File: src/rtl/afc_pkg.sv
// Package for the acknowledgement frame checker.
// Holds the header constants, CRC constants, register indexes and the result type.
// Depends on nothing.
package afc_pkg;

    localparam logic [15:0] CRC_INIT    = 16'hFFFF;
    localparam logic [15:0] CRC_POLY    = 16'h1021;
    localparam logic [7:0]  HDR_MAGIC   = 8'hA5;
    localparam logic [7:0]  HDR_VERSION = 8'h01;
    localparam logic [7:0]  HDR_ACK     = 8'h20;
    localparam logic [7:0]  HDR_LENGTH  = 8'h00;
    localparam int          MIN_FRAME   = 8;
    localparam int          HDR_BYTES   = 6;
    localparam int          CRC_START   = 2;

    localparam int          CFG_IDX_W    = 8;
    localparam logic [CFG_IDX_W-1:0] CFG_EXPECTED_SEQ = 8'd0;
    localparam logic [CFG_IDX_W-1:0] CFG_SENDER_ID    = 8'd1;
    localparam logic [7:0]  SENDER_ID_RESET    = 8'hF0;
    localparam logic [7:0]  EXPECTED_SEQ_RESET = 8'h00;

    localparam int          LEN_W = 5;

    typedef struct packed {
        logic             ack_valid;
        logic [LEN_W-1:0] frame_length;
    } afc_result_t;

endpackage

File: src/rtl/afc_crc_step.sv
// One byte of CRC-16 update, polynomial 0x1021, MSB first.
// Combinational, eight unrolled bit steps. Depends on afc_pkg.
module afc_crc_step (
    input  logic [15:0] crc_in,
    input  logic [7:0]  data,
    output logic [15:0] crc_out
);
    import afc_pkg::*;

    always_comb
    begin
        logic [15:0] c;
        c = crc_in ^ {data, 8'h00};
        for (int k = 0; k < 8; k++)
        begin
            if (c[15])
                c = {c[14:0], 1'b0} ^ CRC_POLY;
            else
                c = {c[14:0], 1'b0};
        end
        crc_out = c;
    end

endmodule

File: src/rtl/afc_frame_track.sv
// Per-frame state: tail delay line, running CRC, byte count and header match.
// Produces the verdict for the byte presented on step. Depends on afc_pkg, afc_crc_step.
module afc_frame_track #(
    parameter int MAX_FRAME = 16
) (
    input  logic                 clk,
    input  logic                 rst_n,
    input  logic                 step,
    input  logic [7:0]           data_byte,
    input  logic                 last_byte,
    input  logic [7:0]           expected_seq,
    input  logic [7:0]           sender_id,
    output afc_pkg::afc_result_t result
);
    import afc_pkg::*;

    localparam int CW = $clog2(MAX_FRAME + 2);

    logic [7:0]    tail0_reg, tail0_next;
    logic [7:0]    tail1_reg, tail1_next;
    logic [15:0]   crc_reg, crc_next;
    logic [CW-1:0] count_reg, count_next;
    logic          hdr_reg, hdr_next;

    logic [7:0]    want;
    logic [15:0]   crc_upd;
    logic [15:0]   crc_cur;
    logic [CW-1:0] count_inc;
    logic          hdr_cur;
    logic          ok;

    afc_crc_step u_crc (
        .crc_in  (crc_reg),
        .data    (tail1_reg),
        .crc_out (crc_upd)
    );

    always_comb
    begin
        unique case (count_reg[2:0])
            3'd0:    want = HDR_MAGIC;
            3'd1:    want = HDR_VERSION;
            3'd2:    want = HDR_ACK;
            3'd3:    want = sender_id;
            3'd4:    want = expected_seq;
            default: want = HDR_LENGTH;
        endcase
    end

    assign hdr_cur   = hdr_reg & ((count_reg >= CW'(HDR_BYTES)) | (data_byte == want));
    assign crc_cur   = (count_reg >= CW'(CRC_START)) ? crc_upd : crc_reg;
    assign count_inc = (count_reg < CW'(MAX_FRAME + 1)) ? count_reg + CW'(1) : count_reg;

    assign ok = (count_inc >= CW'(MIN_FRAME)) && (count_inc <= CW'(MAX_FRAME)) && hdr_cur
                && ({tail0_reg, data_byte} == crc_cur);

    assign result.ack_valid    = ok;
    assign result.frame_length = LEN_W'(count_inc);

    always_comb
    begin
        tail0_next = tail0_reg;
        tail1_next = tail1_reg;
        crc_next   = crc_reg;
        count_next = count_reg;
        hdr_next   = hdr_reg;
        if (step)
        begin
            if (last_byte)
            begin
                tail0_next = 8'h00;
                tail1_next = 8'h00;
                crc_next   = CRC_INIT;
                count_next = '0;
                hdr_next   = 1'b1;
            end
            else
            begin
                tail0_next = data_byte;
                tail1_next = tail0_reg;
                crc_next   = crc_cur;
                count_next = count_inc;
                hdr_next   = hdr_cur;
            end
        end
    end

    always_ff @(posedge clk or negedge rst_n)
    begin
        if (!rst_n)
        begin
            tail0_reg <= 8'h00;
            tail1_reg <= 8'h00;
            crc_reg   <= CRC_INIT;
            count_reg <= '0;
            hdr_reg   <= 1'b1;
        end
        else
        begin
            tail0_reg <= tail0_next;
            tail1_reg <= tail1_next;
            crc_reg   <= crc_next;
            count_reg <= count_next;
            hdr_reg   <= hdr_next;
        end
    end

endmodule

File: src/rtl/ack_frame_checker_core.sv
// Acknowledgement frame checker top level: input register, frame tracker, result register.
// Depends on afc_pkg, afc_frame_track, afc_crc_step.
//
// Usage:
//   Input channel (in_valid/in_ready) carries one frame byte per request with
//   last_byte marking the final byte. Output channel (out_valid/out_ready) gives
//   one request per frame: ack_valid and frame_length. Configuration channel
//   (cfg_valid/cfg_ready) writes expected_seq (index 0) or sender_id (index 1);
//   other indexes are ignored. cfg_ready is always high; write only while idle.
//   A byte accepted into the input register is checked when it leaves that
//   register; for a last byte the verdict is registered into the result
//   register at the same time and out_valid rises with it.
//   Throughput: one byte per cycle while no last byte is held (see Stall);
//   the byte-wide CRC update is combinational.
//   Stall: while a result waits, non-last bytes still flow; a last byte holds in
//   the input register and in_ready drops until the result is taken.
//   Reset: all channels empty, CRC at 0xFFFF, count zero, expected_seq 0,
//   sender_id 0xF0.
module ack_frame_checker_core #(
    parameter int MAX_FRAME = 16
) (
    input  logic                          clk,
    input  logic                          rst_n,
    input  logic                          in_valid,
    output logic                          in_ready,
    input  logic [7:0]                    data_byte,
    input  logic                          last_byte,
    output logic                          out_valid,
    input  logic                          out_ready,
    output logic                          ack_valid,
    output logic [afc_pkg::LEN_W-1:0]     frame_length,
    input  logic                          cfg_valid,
    output logic                          cfg_ready,
    input  logic [afc_pkg::CFG_IDX_W-1:0] cfg_index,
    input  logic [7:0]                    cfg_data
);
    import afc_pkg::*;

    logic             s1_valid_reg, s1_valid_next;
    logic [7:0]       s1_data_reg;
    logic             s1_last_reg;
    logic             out_valid_reg, out_valid_next;
    logic             ack_valid_reg;
    logic [LEN_W-1:0] frame_length_reg;
    logic [7:0]       expected_seq_reg;
    logic [7:0]       sender_id_reg;

    logic             out_free;
    logic             s1_adv;
    logic             in_take;
    afc_result_t      result;

    assign out_free = !out_valid_reg || out_ready;
    assign s1_adv   = s1_valid_reg && (!s1_last_reg || out_free);
    assign in_ready = !s1_valid_reg || s1_adv;
    assign in_take  = in_valid && in_ready;

    assign cfg_ready = 1'b1;

    afc_frame_track #(
        .MAX_FRAME (MAX_FRAME)
    ) u_track (
        .clk          (clk),
        .rst_n        (rst_n),
        .step         (s1_adv),
        .data_byte    (s1_data_reg),
        .last_byte    (s1_last_reg),
        .expected_seq (expected_seq_reg),
        .sender_id    (sender_id_reg),
        .result       (result)
    );

    always_comb
    begin
        s1_valid_next = in_take ? 1'b1 : (s1_adv ? 1'b0 : s1_valid_reg);
        if (s1_adv && s1_last_reg)
            out_valid_next = 1'b1;
        else if (out_ready)
            out_valid_next = 1'b0;
        else
            out_valid_next = out_valid_reg;
    end

    always_ff @(posedge clk or negedge rst_n)
    begin
        if (!rst_n)
        begin
            s1_valid_reg     <= 1'b0;
            out_valid_reg    <= 1'b0;
            expected_seq_reg <= EXPECTED_SEQ_RESET;
            sender_id_reg    <= SENDER_ID_RESET;
        end
        else
        begin
            s1_valid_reg  <= s1_valid_next;
            out_valid_reg <= out_valid_next;
            if (cfg_valid && cfg_ready)
            begin
                if (cfg_index == CFG_EXPECTED_SEQ)
                    expected_seq_reg <= cfg_data;
                else if (cfg_index == CFG_SENDER_ID)
                    sender_id_reg <= cfg_data;
            end
        end
    end

    always_ff @(posedge clk)
    begin
        if (in_take)
        begin
            s1_data_reg <= data_byte;
            s1_last_reg <= last_byte;
        end
        if (s1_adv && s1_last_reg)
        begin
            ack_valid_reg    <= result.ack_valid;
            frame_length_reg <= result.frame_length;
        end
    end

    assign out_valid    = out_valid_reg;
    assign ack_valid    = ack_valid_reg;
    assign frame_length = frame_length_reg;

    a_last_needs_room: assert property (@(posedge clk) disable iff (!rst_n)
        s1_adv && s1_last_reg |-> !out_valid_reg || out_ready)
        else $error("last byte advanced over a pending result");

    a_out_from_last: assert property (@(posedge clk) disable iff (!rst_n)
        $rose(out_valid_reg) |-> $past(s1_valid_reg && s1_last_reg))
        else $error("result raised without a last byte");

    a_stall_means_full: assert property (@(posedge clk) disable iff (!rst_n)
        !in_ready |-> s1_valid_reg && s1_last_reg)
        else $error("input stalled with an empty or non-last input stage");

    a_ok_length: assert property (@(posedge clk) disable iff (!rst_n)
        out_valid_reg && ack_valid_reg |-> (MAX_FRAME > 30)
        || (frame_length_reg >= LEN_W'(MIN_FRAME)))
        else $error("accepted frame shorter than minimum");

endmodule

File: config.mk
export PLATFORM = sky130hd
export DESIGN_NAME = ack_frame_checker_core
export DESIGN_NICKNAME = d
export VERILOG_FILES = /design/src/rtl/afc_pkg.sv /design/src/rtl/afc_crc_step.sv /design/src/rtl/afc_frame_track.sv /design/src/rtl/ack_frame_checker_core.sv
export SDC_FILE = /design/constraint.sdc
export NUM_CORES = 1
export LEC_CHECK = 0
export BUFFER_PORTS_ARGS = -buffer_cell sky130_fd_sc_hd__buf_2
export CORE_ASPECT_RATIO = 0.5
export CORE_MARGIN = 2
export CORE_UTILIZATION = 50
export CTS_BUF_LIST = sky130_fd_sc_hd__clkbuf_4
export DETAILED_ROUTE_END_ITERATION = 8
export PLACE_DENSITY = 0.72
export SYNTH_ARGS = -nofsm -noshare
export SYNTH_HDL_FRONTEND = slang
export SYNTH_SLANG_ARGS = --single-unit
File: constraint.sdc
create_clock -name clk -period 2.5 [get_ports clk]
set_input_delay 0.125 -clock clk [delete_from_list [all_inputs] [get_ports clk]]
set_output_delay 0.125 -clock clk [all_outputs]
set_load 0.01 [all_outputs]
# After elaboration in Yosys (flattened, before gate mapping)

Index checks and enable logic that the tools add are counted.

Flip-flop bits (word level): 71
Input bits: 30

$add $sub $neg: 1
Magnitude comparators: 5
Eq/ne operators: 7
Mux-type cells: 20
Bitwise operators: 12
Reduce and logical (&&, ||, !) cells: 18

Operators by type and width:

| kind                | number |
|---|---|
| $mux 13             | 8 |
| $pmux 8 s5          | 1 |
| $mux 16             | 2 |
| $not 3->3           | 8 |
| $eq 16x16->1        | 1 |
| $mux 8              | 2 |
| $xor 16x16->16      | 1 |
| $mux 5              | 2 |
| $eq 8x1->1 const B  | 1 |
| $eq 8x8->1          | 1 |
| $logic_not 8->1     | 1 |
| $eq 3x2->1 const B  | 2 |
| $logic_and 1x1->1   | 6 |
| $add 5x1->5 const B | 1 |
| $ge 5x2->1 const B  | 1 |
| $ge 5x3->1 const B  | 1 |
| $ge 5x4->1 const B  | 1 |
| $le 5x5->1 const B  | 1 |
| $lt 5x5->1 const B  | 1 |
| $mux 1              | 5 |
| $reduce_bool 2->1   | 2 |
| $eq 3x1->1 const B  | 1 |
| $eq 3x3->1 const B  | 1 |
| $logic_not 1->1     | 3 |
| 7 further kinds     | 9 |

# Longest topological paths before layout

Word-level depth: 20
Depth in mapped cells: 11
Gate-level depth less buffers: 9

# Hierarchy

Synthesis repeated with hierarchy kept, for this count alone.

Cells, all modules: 338
Area total of the unflattened synthesis: 4,101.4 µm²

By module, submodules not included:

| module                 | instances | cells each | area an instance (µm²) |
|---|---|---|---|
| afc_frame_track        | 1         | 249        | 2,458.6 |
| ack_frame_checker_core | 1         | 64         | 1,247.4 |
| afc_crc_step           | 1         | 25         | 395.4 |

# Worst setup path after synthesis

OpenSTA, ideal clock, no wires.

Path type: reg-to-reg
From: reg u_track.count_reg[0]
To: reg ack_valid_reg (netlist: ack_valid), data pin
Setup time: 170 ps
Arrival: 2,563 ps
Path slack: -233 ps
Cell stages (with the launch flop): 10
Buffers on the path: 1
Period minus slack after synthesis: 2,733 ps
Cells stage by stage: dfrtp_1 -> inv_1 -> ha_1 -> or4_4 -> buf_6 -> mux2i_1 -> xor2_1 -> o31ai_1 -> or4_4 -> nor4_2

RTL lines:

| what                   | RTL line                      | RTL |
|---|---|---|
| from (decl)            | afc_frame_track.sv:22         | `logic [CW-1:0] count_reg, count_next;` |
| from (signal assigned) | afc_frame_track.sv:103        | `count_reg <= count_next;` |
| to (signal assigned)   | ack_frame_checker_core.sv:116 | `ack_valid_reg <= result.ack_valid;` |
| to (decl)              | ack_frame_checker_core.sv:43  | `logic ack_valid_reg;` |

==> summary.txt <==
Logic synthesis
  – Synth Area per Inst: 10.5 um2
  – Synth Flop Type: dfrtp_1
  – Post-Syn Nets: 420
  – Distinct cells, synth: 56
  – Fraction of registers with async set/reset: 78.9%
  – Ranking of synthesized cells by area: dfrtp_1, dfstp_2, edfxtp_1, xnor2_1, mux2_2
  – Largest area contributor in the netlist: dfrtp_1
  – Cell Area, Synth: 4050 um2
  – Number of enable flip-flop cells after synthesis: 15
  – Seq/Total Area, Yosys: 46.4%
  – Syn. warnings: 0
  – Post-Synthesis Cells: 385
  – Synth top area share: 21.6%
  – Register bit total from synthesis: 71

Clock tree
  – Root Driver: clkbuf_4
  – Max H-tree Level: 3
  – CTS Buf Count: 9
  – CTS tree: built
  – CTS Buffer Depth: 2
  – Clk Latency, worst-skew pair: 440 ps
  – Clock-pin transition on the worst setup and hold timing paths: 120 ps
  – Clk sinks: 71

Layout
  – Final Core Density: 61.3%
  – Final #Nets: 492
  – Area Overhead vs Synth: 20.2%
  – Layout cells sized above 1: 29.7%
  – Number of flip-flops in the largest register: 16
  – ANT cells: 0
  – Fin cells: 574

Floorplanning
  – Initial core utilization: 51.0%
  – I/O pins: 39
  – Core Rows: 23
  – DIE AREA: 8880 um2
  – Die Y: 67.6 um
  – Core box area: 7940 um2
  – Die span in x: 131 um

Detailed routing
  – Pre-antenna DRT Iters: 5
  – Initial DRC count: 244
  – WL/cell: 16.9 um
  – DRT antenna net count: 0
  – Total number of vias: 3,195
  – DRC viols: 0
  – Vias per Instance: 5.57
  – Total wire length: 9.71 mm

Status
  – Failing checks: setup timing
  – Status: finished with violations

Timing
  – Slew HR: 36.5%
  – Worst-margin pin slew: 948 ps
  – RSZ-0062 raised after global routing: true
  – Setup violation total in the final timing report: 1
  – Min Clock Period, post-route: 2530 ps
  – Fin. max-slew vios: 0
  – Final hold viol count: 0
  – Max frequency: 395 MHz
  – Setup Skew: 15.8 ps
  – Min setup slack post-route: -33.8 ps
  – Tcrit/Tclk final: 101%

Hold path
  – Hold WC Path Type: in2reg
  – Hold depth: 3
  – Hold path start: cfg_index[0]

Global route
  – Gr usage total: 23.0%
  – Vias in the first global route: 3,053
  – Initial antenna violation count: 0
  – GRT overflow: 0
  – Largest net degree at the start of global routing: 37
  – First-pass GRT wire length: 15.6 mm

Placement
  – RD Place Congestion: 0.916
  – Placed Instances: 535
  – I/O Buffers: 37
  – Post-DP HPWL: 6.66 mm

Worst setup path
  – Crit Path Category: reg2reg
  – Worst-path fanout max: 4
  – R2r startpoint: u_track.crc_reg[15]
  – Worst R2R Setup Slack: -30 ps
  – Worst Reg2Reg Path Length in Cells: 9
  – CP endpoint kind: flip-flop
  – Startpoint types: flip-flop
  – Critical path arrival: 2820 ps
  – Worst Setup SP: u_track.crc_reg[15]
  – Worst EP required: 2780 ps

Flow run
  – Max_cap viols: 0

Power
  – Power per cell area: 1010 nW/um2
  – Leakage: 2.12 nW
  – VDD IR max: 0.405 mV
## cell families (layout without fill, tap and decap cells)
family / count (synthesis) / count (layout) / share of synthesized area [%]
compound gates: 83 / 83 / 14.3
xor+xnor: 48 / 48 / 13.5
fa+ha+maj: 5 / 5 / 1.55
buf+inv: 36 / 113 / 3.83
flops: 71 / 71 / 46.4
mux: 18 / 18 / 4.94
other cells: 1 / 1 / 0.0926
simple gates: 123 / 123 / 15.4
## synthesized netlist by cell type (4+ instances only)
| cell type | number |
|---|---|
| a21oi_1 | 24 |
| a32oi_1 | 5 |
| clkbuf_1 | 18 |
| dfrtp_1 | 35 |
| dfstp_2 | 21 |
| edfxtp_1 | 15 |
| ha_1 | 5 |
| inv_1 | 13 |
| mux2_2 | 16 |
| nand2_1 | 48 |
| nand2b_1 | 4 |
| nand3_1 | 7 |
| nand3b_1 | 15 |
| nor2_1 | 26 |
| nor4_1 | 5 |
| o21ai_0 | 9 |
| o22a_1 | 16 |
| o31ai_1 | 5 |
| xnor2_1 | 25 |
| xor2_1 | 14 |
| xor3_1 | 4 |
## cells in the final DEF, fill, tap and decap left out, types with 7 or more instances in the layout
cell type / count
buf_2: 37
o21ai_0: 9
dlygate4sd3_1: 20
edfxtp_1: 15
xor2_1: 14
nand2_1: 48
clkbuf_4: 10
nand3_1: 7
xnor2_1: 20
dfstp_2: 21
mux2_2: 16
nand3b_1: 15
nor2_1: 26
o22a_1: 16
buf_4: 27
a21oi_1: 24
inv_1: 12
dfrtp_1: 33
## critical path: stages, from the launching register on
cell and delay, ps:
dfstp_2 580, buf_4 120, buf_4 110, xnor2_2 110
xnor2_2 250, xnor2_1 160, o21ai_0 120, xor2_1 160
or4_4 520, nor4_2 240
## area by class of cell
| class | instances | area [um2] |
|---|---|---|
| tap | 112 | 140 |
| clock inverter | 6 | 37.5 |
| timing repair buffer | 84 | 588 |
| clock buffer | 10 | 75.1 |
| inverter | 13 | 51.3 |
| sequential | 71 | 1880 |
| multi-input combinational | 278 | 2090 |
| fill | 649 | 3080 |
## metrics by stage
step	hold slack [ps]	setup WS, ps	setup TNS (ps)	cell area (um2)	power, mW
after floorplan	-171	17.5	0	4070	3.43
after global placement	268	72.3	0	4470	4.02
after detailed placement	278	-25.0	-25.0	4470	4.06
after CTS	178	23.5	0	4790	4.74
after global routing	209	-111	-111	4870	5.22
final	193	-33.8	-33.8	4870	4.90
## worst paths after layout
path	endpoint
worst min-delay path	expected_seq_reg[3]
worst min register to register	u_track.tail1_reg[3]
worst max register to register	ack_valid
max in group asynchronous	sender_id_reg[5]
min in group asynchronous	u_track.count_reg[1]
worst max-delay path	ack_valid
## metal layers
| metal | wire (um) | global-route usage (%) |
|---|---|---|
| met4 | 148 | 7.34 |
| met5 | 0 | 0 |
| met1 | 4480 | 31.2 |
| met2 | 4450 | 37.2 |
| met3 | 626 | 5.41 |
## power by group
group | switching, mW | internal (mW)
registers | 0.251 | 1.47
clock network | 0.419 | 0.210
logic | 1.21 | 1.33
total | 1.88 | 3.02
## timing repair
item	in CTS	in global routing
setup buffers	0	3
hold buffers	20	0
setup endpoints to repair	1	1
pin swaps	0	10
resized for setup	1	9
hold endpoints to repair	45	0
(Power assumes the default switching activity.)
